### config.mk
export PLATFORM = sky130hd
export DESIGN_NAME = sle_cell
export DESIGN_NICKNAME = d
export VERILOG_FILES = /design/src/design/sle_pkg.sv /design/src/design/sle_cell.sv
export SDC_FILE = /design/constraint.sdc
export NUM_CORES = 1
export LEC_CHECK = 0
export BUFFER_PORTS_ARGS = -buffer_cell sky130_fd_sc_hd__buf_2
export CAP_MARGIN = 30
export CORE_UTILIZATION = 40
export DETAILED_ROUTE_END_ITERATION = 16
export GPL_TIMING_DRIVEN = 0
export HOLD_SLACK_MARGIN = 0.02
export PLACE_DENSITY = 0.87
export SKIP_CTS_REPAIR_TIMING = 1
export SYNTH_ARGS = -nofsm -noshare
export SYNTH_HDL_FRONTEND = slang
export SYNTH_SLANG_ARGS = --single-unit
### constraint.sdc
create_clock -name clk -period 2.4 [get_ports clk]
set_input_delay 0.24 -clock clk [delete_from_list [all_inputs] [get_ports clk]]
set_output_delay 0.24 -clock clk [all_outputs]
set_load 0.05 [all_outputs]
### src/design/sle_pkg.sv
// Shared types and constants for the sequential list engine.
// Used by sle_cell and sequential_list_engine; depends on nothing else.
`default_nettype none

package sle_pkg;

  localparam int DATA_W     = 32;
  localparam int POS_W      = 7;
  localparam int ACT_W      = 2;
  localparam int CELL_IDX_W = 11;
  localparam int SCAN_W     = 8;

  localparam logic [ACT_W-1:0] ACT_INSERT = 2'd0;
  localparam logic [ACT_W-1:0] ACT_DELETE = 2'd1;
  localparam logic [ACT_W-1:0] ACT_LOCATE = 2'd2;

  typedef struct packed {
    logic              en;
    logic [ACT_W-1:0]  action;
    logic [POS_W-1:0]  position;
    logic [DATA_W-1:0] value;
  } cmd_t;

endpackage

`default_nettype wire

### src/design/sle_cell.sv
// One list cell: holds a single entry and shifts with its neighbours.
// Depends on sle_pkg for the command struct and the action codes.
`default_nettype none

module sle_cell #(
  parameter int IDX = 0
) (
  input  wire                         clk,
  input  sle_pkg::cmd_t               cmd,
  input  wire  [sle_pkg::DATA_W-1:0]  left_data,
  input  wire  [sle_pkg::DATA_W-1:0]  right_data,
  output logic [sle_pkg::DATA_W-1:0]  data,
  output logic [sle_pkg::DATA_W-1:0]  hit_data,
  output logic                        match
);
  import sle_pkg::*;

  logic [CELL_IDX_W-1:0] idx1;
  logic [CELL_IDX_W-1:0] pos_ext;
  logic                  at_pos;

  assign idx1     = CELL_IDX_W'(IDX + 1);
  assign pos_ext  = CELL_IDX_W'(cmd.position);
  assign at_pos   = (idx1 == pos_ext);
  assign match    = (data == cmd.value);
  assign hit_data = data & {DATA_W{at_pos}};

  always_ff @(posedge clk) begin
    if (cmd.en) begin
      case (cmd.action)
        ACT_INSERT: begin
          if (idx1 > pos_ext) begin
            data <= left_data;
          end else if (at_pos) begin
            data <= cmd.value;
          end
        end
        ACT_DELETE: begin
          if (idx1 >= pos_ext) begin
            data <= right_data;
          end
        end
        default: begin
        end
      endcase
    end
  end

endmodule

`default_nettype wire

# == Word level (Yosys, flattened, before mapping) ==
# Cells that the tools add are included.
# totals
ff_bits,32
inputBits,107
out_inout_bits,65
word_cells,16
# classes
order_cmp,2
n_eq_ne,5
muxes,4
n_bitwise,1
n_reduce_logical,3
# op_table
op,count
two-way mux 32 bit,3
one-hot mux 32 bit (2 select lines),1
bitwise AND 32 bit,1
== test 32 bit,1
== test 1 x 7 -> 1 bit (first input constant),1
>= comparator 1 x 7 -> 1 bit (first input constant),1
> comparator 1 x 7 -> 1 bit (first input constant),1
AND reduction 4 bit,1
inequality test 3 bit (second input constant),1
== test 2 x 1 -> 1 bit (second input constant),1
zero test 2 bit,1
inequality test 2 bit (second input constant),1
nonzero test 2 bit,1

# == Logic depth before layout (Yosys ltp) ==
# Gate-level depths: netlist (run 1).
# logic_depth
word_depth,4
mapped_depth,6
mapped_depth_nobuf,4

# == Least setup slack after synthesis (run 1) ==
# OpenSTA, ideal clock, no wires.
# synth_path
path_type,reg-to-output
startpoint,register data[27] (netlist bit)
endpoint,output port match
t_arrival_ps,1898
required_time_ps,2160
setup_slack_ps,262
path_stages_with_launch,5
path_cell_list,edfxtp_1 > xor2_1 > nor4_1 > nand4_1 > nor2_1
# synth_between
elab_chain_len,1
# synth_rtl
element,line_no,text
from (decl),sle_cell.sv:12,"output logic [sle_pkg::DATA_W-1:0] data,"
from (signal assigned),sle_cell.sv:33,data <= left_data;
from (signal assigned),sle_cell.sv:35,data <= cmd.value;
from (signal assigned),sle_cell.sv:40,data <= right_data;
== test 32 bit,sle_cell.sv:25,assign match = (data == cmd.value);
to (decl),sle_cell.sv:14,output logic match
# No other way between the ends.

# == Worst setup path in the final report (run 1) ==
# layout_path
startpoint,input port cmd[36] (netlist bit)
endpoint,output port hit_data[20] (netlist bit)
# layout_between
elab_chain_len,2
# layout_rtl
element,line_no,text
from (decl),sle_cell.sv:9,"input sle_pkg::cmd_t cmd,"
== test 1 x 7 -> 1 bit,sle_cell.sv:24,assign at_pos = (idx1 == pos_ext);
bitwise AND 32 bit,sle_cell.sv:26,assign hit_data = data & {DATA_W{at_pos}};
to (decl),sle_cell.sv:13,"output logic [sle_pkg::DATA_W-1:0] hit_data,"
# No other way between the ends.

==> results.md, run 1 <==
* Status: finished, final reports clean
* Dpl hpwl at 6150 um
* Distinct cells, synth at 17
* Peak supply drop at 0.000196 V
* Seq/Total Area, Yosys at 43.2%
* Initial Util at 42.5%
* Sequential Power Share at 49.9%
* Fmax at 453 MHz
* Initial antenna violation count at 0
* Rows at 26
* Unrepaired setup endpoints after global routing: no
* Final Hold Vio Count at 0
* CP peak stage delay at 480 ps
* Slew @ Worst Pin at 809 ps
* Yosys warning total at 0
* CTS clock-pin slew for the worst setup and hold paths at 80 ps
* Synth Cell Area at 0.00223 mm^2
* Commonest cells post-synth: 64 x nand2_1, 34 x nor2_1
* Slew headroom at 46.1%
* Gpl congestion at 0.869
* Post-Layout Inst Area at 0.00325 mm^2
* CP Data Arrival Time at 1970 ps
* Switching Fraction at 25.6%
* Diode count at 0
* DR vias at 2608
* H-tree level count at 2
* WS Path Type: in -> out
* Clk sinks at 32
* Post-Syn Instances at 259
* Placed Cells at 500
* Hold path cells at 3
* Nets at 544
* Slowest CP cell: clkbuf_1
* Biggest registers after layout: data x32
* CP Capture Type: output pin
* First-pass GRT wire length at 12600 um
* CTS Root Cell: clkbuf_8
* Grt total ovfl at 0
* Comb pwr share at 18.1%
* Top cell by count, worst path: buf_2
* Power Density at 385 mW/mm^2
* Largest area contributor in the synthesized netlist: edfxtp_1
* Boundary Pins at 172
* Synthesized area per cell at 8.59 um^2
* DRT antenna net count at 0
* Clock power frac at 32.0%
* Syn Nets at 366
* Util after Layout at 62.1%
* Port bufs at 171
* Max reg flops at 32
* Worst min path class: in -> reg
* Horiz. Die Dim at 76.6 um
* Post-synth top area share at 43.2%
* DIE AREA at 0.00587 mm^2
* Synth area leaders: edfxtp_1 43%, xor2_1 13%, nand2_1 11%
* Post-route total power at 1.25 mW
* Final wirelength at 8110 um
* Area Growth Syn to Fin at 46.0%
* Vias/cell at 5.13
* Minimum clock period after layout at 2210 ps
* Dpl cell area at 0.00317 mm^2
* PnR worst setup slack at 194 ps
* Vias in the first global route at 2560
* MaxCap Viol Count at 0
* Most common flop cell mapped by yosys: edfxtp_1
* Ys async rst share at 0%
* Largest net degree at the start of global routing at 33
* Slew Limit Fails at 0
* Hold slack at 309 ps
* DRC Markers at 0
* Average wire per standard cell at 16.0 um
* Post-synth EDFFs at 32
* CP cell instances: buf_2 > nor4_2 > and3_2 > clkbuf_1 > and2_1 > buf_2
* Initial drt markers at 122
* Biggest register: data
* Crit path max fanout at 10
* Drt first pass iters at 4
* Leakage power at 1.63 nW
* Synth Register Bits at 32
* Final setup fails at 0
* Die Ht at 76.6 um
* Most common cell in the netlist: nand2_1
* Setup Slack @ Placement at 202 ps
* TritonCTS clock tree: yes
* Fin Setup TNS at 0 ps
* GRT Total Usage at 27.9%
* CTS buffer count at 5
* Share of layout cells above drive strength 1 at 41.8%
* Worst setup SP type: input pin
* Core region area at 0.00524 mm^2
* NetSw at 0.320 mW
* Final period util at 91.9%
* Int Power at 0.932 mW
* Required @ worst endpoint at 2160 ps
* Non-Filler Instances at 508
* Max Root-Sink Buffers at 2
power by group through the flow:
stage / sequential [mW] / combinational, mW / clock, mW
finish: 0.624 / 0.227 / 0.401
global route: 0.624 / 0.248 / 0.419
CTS: 0.624 / 0.226 / 0.403
detailed placement: 0.636 / 0.225 / 0
global placement: 0.636 / 0.218 / 0
floorplan: 0.643 / 0.0896 / 0
routing by layer:
metal | part of all wire (%) | wire length (um) | vias to the layer above | GRT usage [%]
met3 | 7.1 | 572 | 10 | 5.51
met2 | 51 | 4180 | 152 | 53.4
met1 | 40 | 3280 | 1205 | 31.4
met5 | 0 | 0 | - | 0
met4 | 0.97 | 79 | 0 | 6.54
li1 | - | - | 1241 | -
placed cells by master, fill, tap and decap left out, drive strengths merged:
| master | instances |
|---|---|
| a31oi | 32 |
| nand4 | 2 |
| and2 | 32 |
| and3b | 1 |
| nor2 | 34 |
| nor4 | 9 |
| xor2 | 32 |
| nand3b | 1 |
| clkinv | 1 |
| buf | 174 |
| clkbuf | 21 |
| nand2b | 1 |
| edfxtp | 32 |
| and3 | 1 |
| nand2 | 64 |
| and4b | 1 |
cell type report:
cell class | count | area [um^2]
Fill cell | 497 | 1990
Clock buffer | 7 | 76.3
Timing Repair Buffer | 171 | 856
Multi-Input combinational cell | 210 | 1160
Sequential cell | 32 | 961
Buffer | 17 | 101
Tap cell | 70 | 87.6
Clock inverter | 1 | 3.75
final timing paths:
kind                       start  slack, ps                  to
hold / removal    right_data[24]        310  data[24]$_DFFE_PP_
setup / recovery         cmd[36]        190        hit_data[20]
kinds of logic (layout without fill, tap and decap cells):
kind of cell    after synthesis  count (layout)  synth area share (%)
buf+inv                      17             196                  4.55
simple gates                146             146                  30.7
flops                        32              32                  43.2
xor+xnor                     32              32                  12.6
compound gates               32              32                  8.99
critical path: cells and delay by family:
family	cells	cell delay, ps
and+or+nand+nor	3	870
buffers and inverters	3	840
Note: power is estimated with default switching activity, not from simulation.
==> run 2, diff against run 1 <==
--- a/config.mk
+++ b/config.mk
@@ -7,6 +7,7 @@
 export LEC_CHECK = 0
 export BUFFER_PORTS_ARGS = -buffer_cell sky130_fd_sc_hd__buf_2
 export CAP_MARGIN = 30
+export CORE_MARGIN = 1.5
 export CORE_UTILIZATION = 40
 export DETAILED_ROUTE_END_ITERATION = 16
 export GPL_TIMING_DRIVEN = 0
==> run 2 against run 1 <==
Compared with the run above: worst setup slack gained 34 ps; non-clock buffer count unchanged; sequential power about the same; critical endpoint is now hit_data[11]; largest cell class unchanged.
==> results.md, run 2 (synthesis gave the netlist of run 1 again) <==
* Area of the multi-input gates at 0.00116 mm^2 (unchanged)
* Slew @ Worst Pin at 795 ps (-14.2 ps)
* Gpl congestion at 0.875 (+0.66%)
* First-pass GRT wire length at 12300 um (-3.0%)
* Fin Setup TNS at 0 ps (unchanged)
* Most frequent cells in the layout: 171 x buf_2, 64 x nand2_1, 34 x nor2_1
* Hold path startpoint: right_data[16]
* CTS clock-pin slew for the worst setup and hold paths at 70 ps (about the same)
* Critical Path Source: cmd[36]
* Leakage power at 1.64 nW (+0.82%)
* Core region area at 0.00524 mm^2 (unchanged)
* DR vias at 2548 (-2.3%)
* Final wirelength at 7800 um (-3.8%)
* Top cell by count, worst path: buf_2
* Grt total ovfl at 0 (unchanged)
* Placed Cells at 500 (unchanged)
* Final setup fails at 0 (unchanged)
* Horiz. Die Dim at 77.6 um (+1.3%)
* Vias/cell at 5.02 (-2.3%)
* MaxCap Viol Count at 0 (unchanged)
* Initial drt markers at 161 (+32%)
* CP cell instances: buf_2 > nor4_2 > and3_2 > clkbuf_1 > and2_1 > buf_2
* CP Data Arrival Time at 1930 ps (-40 ps)
* Average wire per standard cell at 15.4 um (-3.8%)
* Max reg flops at 32 (unchanged)
* TritonCTS clock tree: yes
* Final period util at 90.5% (-1.4 points)
* Status: finished, final reports clean
* Power Density at 414 mW/mm^2 (+7.5%)
* DRC Markers at 0 (unchanged)
* Required @ worst endpoint at 2160 ps (about the same)
* Max Root-Sink Buffers at 2 (unchanged)
* Unrepaired setup endpoints after global routing: no
* CTS Root Cell: clkbuf_8
* Post-Layout Inst Area at 0.00328 mm^2 (+0.81%)
* H-tree level count at 2 (unchanged)
* Minimum clock period after layout at 2170 ps (-33.6 ps)
* GRT Total Usage at 26.0% (-2.0 points)
* Dpl cell area at 0.00317 mm^2 (unchanged)
* Fillcell total at 501 (+0.80%)
* DIE AREA at 0.00602 mm^2 (+2.6%)
* Vias in the first global route at 2499 (-2.4%)
* CP peak stage delay at 470 ps (about the same)
* CP Capture Type: output pin
* Fmax at 460 MHz (+1.5%)
* Slowest CP cell: clkbuf_1
* Final Hold Vio Count at 0 (unchanged)
* CTS buffer count at 5 (unchanged)
* Worst min path class: in -> reg
* Largest net degree at the start of global routing at 33 (unchanged)
* Hold slack at 307 ps (-2.26 ps)
* Biggest register: data
* Initial antenna violation count at 0 (unchanged)
* Util after Layout at 62.6% (+0.50 points)
* Area Growth Syn to Fin at 47.2%
* Initial Util at 42.5% (unchanged)
* Biggest registers after layout: data x32
* Non-Filler Instances at 508 (unchanged)
* Share of layout cells above drive strength 1 at 42.0% (+0.23 points)
* WS Path Type: in -> out
* Diode count at 0 (unchanged)
* Register area at 961 um^2 (unchanged)
* Slew headroom at 47.0% (+0.95 points)
* Rows at 26 (unchanged)
* Nets at 544 (unchanged)
* Slew Limit Fails at 0 (unchanged)
* Worst setup SP type: input pin
* Most common cell after layout, fill and taps aside: buf_2
* Peak supply drop at 0.000248 V (+26%)
* Drt first pass iters at 4 (unchanged)
* DRT antenna net count at 0 (unchanged)
* Port bufs at 171 (unchanged)
* Die Ht at 77.6 um (+1.3%)
* Clk sinks at 32 (unchanged)
* Crit path max fanout at 10 (unchanged)
* Boundary Pins at 172 (unchanged)
* Dpl hpwl at 6070 um (-1.3%)
run 2: critical path, delay by kind of cell:
kind	cells	cell delay (ps)
simple gates	3	860
buf+inv	3	830
run 2: metal layers:
| layer | GRT usage (%) | share of wire (%) | up-vias |
|---|---|---|---|
| met3 | 4.71 | 7.6 | 8 |
| met1 | 30.9 | 40 | 1168 |
| met4 | 7.09 | 1.0 | 0 |
| li1 | - | - | 1246 |
| met5 | 0 | 0 | - |
| met2 | 47.4 | 51 | 126 |
run 2: worst paths after layout:
| path | endpoint | slack (ps) | cells after the start |
|---|---|---|---|
| max | hit_data[11] | 230 | 6 |
| min | data[16]$_DFFE_PP_ | 310 | 3 |
run 2: metrics by stage:
stage	total power, mW	setup WS (ps)
after floorplan	0.732	262
after global placement	0.853	0.204
after detailed placement	0.859	228
after CTS	1.36	228
after global routing	1.40	54.9
final	1.36	227
run 2: area by class of cell:
class,instances,area share [%]
multi-input combinational,210,35.5
sequential,32,29.3
timing repair buffer,171,26.1
buffer,17,3.09
tap,70,2.67
clock buffer,5,2.10
clock inverter,3,1.15
run 2: power by group:
group | leakage (nW) | switching, mW | total (mW) | internal (mW)
clock network | 0.0532 | 0.207 | 0.509 | 0.302
registers | 0.295 | 0.00169 | 0.624 | 0.622
logic | 1.29 | 0.116 | 0.223 | 0.108
==> run 3, diff against run 2 <==
--- a/config.mk
+++ b/config.mk
@@ -7,12 +7,15 @@
 export LEC_CHECK = 0
 export BUFFER_PORTS_ARGS = -buffer_cell sky130_fd_sc_hd__buf_2
 export CAP_MARGIN = 30
+export CELL_PAD_IN_SITES_DETAIL_PLACEMENT = 1
+export CELL_PAD_IN_SITES_GLOBAL_PLACEMENT = 2
 export CORE_MARGIN = 1.5
-export CORE_UTILIZATION = 40
+export CORE_UTILIZATION = 20
 export DETAILED_ROUTE_END_ITERATION = 16
 export GPL_TIMING_DRIVEN = 0
 export HOLD_SLACK_MARGIN = 0.02
-export PLACE_DENSITY = 0.87
+export PLACE_DENSITY = 0.86
+export REMOVE_ABC_BUFFERS = 1
 export SKIP_CTS_REPAIR_TIMING = 1
 export SYNTH_ARGS = -nofsm -noshare
 export SYNTH_HDL_FRONTEND = slang
==> run 3 against run 2 <==
Compared with the run above: clock power is 18% lower; die area grew 96%; final cell count increased by 11%; utilization fell by 32 points; combinational power fell by 2%; global-route usage is 13 points lower; non-clock buffer count is 14 lower; maximum frequency is 0.14% higher; sequential power hardly changed; via count fell by 3.9%; sequential share of layout area fell by 0.35 points; power decreased by 7.3%; critical endpoint is now match; highest routed layer unchanged.
==> results.md, run 3 (synthesis gave the netlist of run 1 again) <==
* Status: finished, final reports clean
* DRC Markers at 0 (unchanged)
* Slew Limit Fails at 0 (unchanged)
* Peak supply drop at 0.000172 V (-31%)
* Power Density at 379 mW/mm^2 (-8.5%)
* Max Root-Sink Buffers at 2 (unchanged)
* Hold path startpoint: right_data[7]
* Nets at 530 (-2.6%)
* Final Hold Vio Count at 0 (unchanged)
* Vias in the first global route at 2553 (+2.2%)
* Most common cell after layout, fill and taps aside: buf_2
* Fin Setup TNS at 0 ps (unchanged)
* Setup Slack @ Placement at 189 ps (-38.5 ps)
* Hold slack at 295 ps (-11.5 ps)
* GRT Total Usage at 13.3% (-13 points)
* Diode count at 0 (unchanged)
* Die Ht at 108 um (+40%)
* MaxCap Viol Count at 0 (unchanged)
* Rows at 38 (+46%)
* Dpl cell area at 0.00323 mm^2 (+2.0%)
* Share of layout cells above drive strength 1 at 43.6% (+1.6 points)
* CP Capture Type: output pin
* Unrepaired setup endpoints after global routing: no
* Post-Layout Inst Area at 0.00332 mm^2 (+1.2%)
* Dpl hpwl at 6460 um (+6.5%)
* H-tree level count at 2 (unchanged)
* Initial antenna violation count at 0 (unchanged)
* Grt total ovfl at 0 (unchanged)
* Core region area at 0.0108 mm^2 (+110%)
* Worst min path class: in -> reg
* Util after Layout at 30.6% (-32 points)
* WS Path Type: reg -> out
* CP Data Arrival Time at 1930 ps (about the same)
* Slew headroom at 43.6% (-3.4 points)
* Vias/cell at 4.34 (-13%)
* Most frequent cells in the layout: 171 x buf_2, 64 x nand2_1, 34 x nor2_1
* Max reg flops at 32 (unchanged)
* Fmax at 461 MHz (+0.14%)
* Boundary Pins at 172 (unchanged)
* Minimum clock period after layout at 2170 ps (-3.02 ps)
* Worst setup SP type: register
* DIE AREA at 0.0118 mm^2 (+96%)
* Crit path max fanout at 3 (-7)
* Required @ worst endpoint at 2160 ps (about the same)
* Final wirelength at 8080 um (+3.5%)
* Port bufs at 171 (unchanged)
* Final setup fails at 0 (unchanged)
* Average wire per standard cell at 14.3 um (-6.8%)
* Initial Util at 20.5% (-22 points)
* TritonCTS clock tree: yes
* Biggest registers after layout: data x32
* DR vias at 2448 (-3.9%)
* Leakage power at 1.63 nW (-0.86%)
* Clk sinks at 32 (unchanged)
* PnR worst setup slack at 230 ps (+3.02 ps)
* DRT antenna net count at 0 (unchanged)
* CTS buffer count at 5 (unchanged)
* Initial drt markers at 63 (-61%)
* First-pass GRT wire length at 12200 um (-0.79%)
* Area Growth Syn to Fin at 49.0%
* CTS Root Cell: clkbuf_8
* CTS clock-pin slew for the worst setup and hold paths at 70 ps (about the same)
* Largest net degree at the start of global routing at 37 (+12%)
* Drt first pass iters at 4 (unchanged)
* Slew @ Worst Pin at 846 ps (+51.4 ps)
* Min-Delay Endpoint: data[7]$_DFFE_PP_
* Hold path cells at 3 (unchanged)
* Horiz. Die Dim at 108 um (+40%)
* Biggest register: data
* Final period util at 90.4% (-0.13 points)
* Gpl congestion at 0.684 (-22%)
run 3: cell types whose count changed in the layout (fill, tap and decap cells not counted):
cell       before  now
clkbuf_1       13    0
buf_8           3    0
buf_16          0    2
clkinv_2        0    2
buf_12          0    1
bufinv_16       1    0
clkbuf_4        1    0
clkinv_1        2    1
nand2b_1        1    0
nand2b_2        0    1
run 3: per-stage QoR:
stage / instances / power (mW)
after floorplan: 242 / 0.730
after global placement: 553 / 0.848
after detailed placement: 556 / 0.858
after CTS: 564 / 1.29
after global routing: 564 / 1.32
final: 564 / 1.26
run 3: worst max-delay path: stages (launching register included):
cell and delay (ps):
edfxtp_1 420, xor2_1 180, nor4_1 490, nand4_1 150, nor2_1 130, buf_2 280
run 3: worst max path at each step:
stage,endpoint,startpoint,slack [ps]
final,match,data[27]$_DFFE_PP_,230
after global placement,data[6]$_DFFE_PP_,cmd[36],-220
after floorplan,match,data[27]$_DFFE_PP_,260
after CTS,match,data[8]$_DFFE_PP_,110
after detailed placement,data[17]$_DFFE_PP_,cmd[36],190
after global routing,match,data[27]$_DFFE_PP_,80
run 3: layout make-up:
cell class | count | area [um^2]
multi-input combinational | 210 | 1170
clock inverter | 3 | 13.8
fill | 1355 | 7520
clock buffer | 5 | 68.8
sequential | 32 | 961
tap | 140 | 175
timing repair buffer | 174 | 931
run 3: per-layer routing:
| layer | global-route usage (%) | share of wire [%] | up-vias |
|---|---|---|---|
| met5 | 0 | 0 | - |
| met4 | 3.01 | 0.79 | 0 |
| met3 | 3.07 | 7.2 | 5 |
| met2 | 24.4 | 50 | 102 |
| met1 | 15.6 | 42 | 1128 |
| li1 | - | - | 1213 |
run 3: where the power goes:
part	total, mW	switching [mW]	internal [mW]
Sequential	0.624	0.00171	0.622
Clock	0.415	0.218	0.197
Combinational	0.218	0.109	0.109
Total	1.26	0.329	0.928
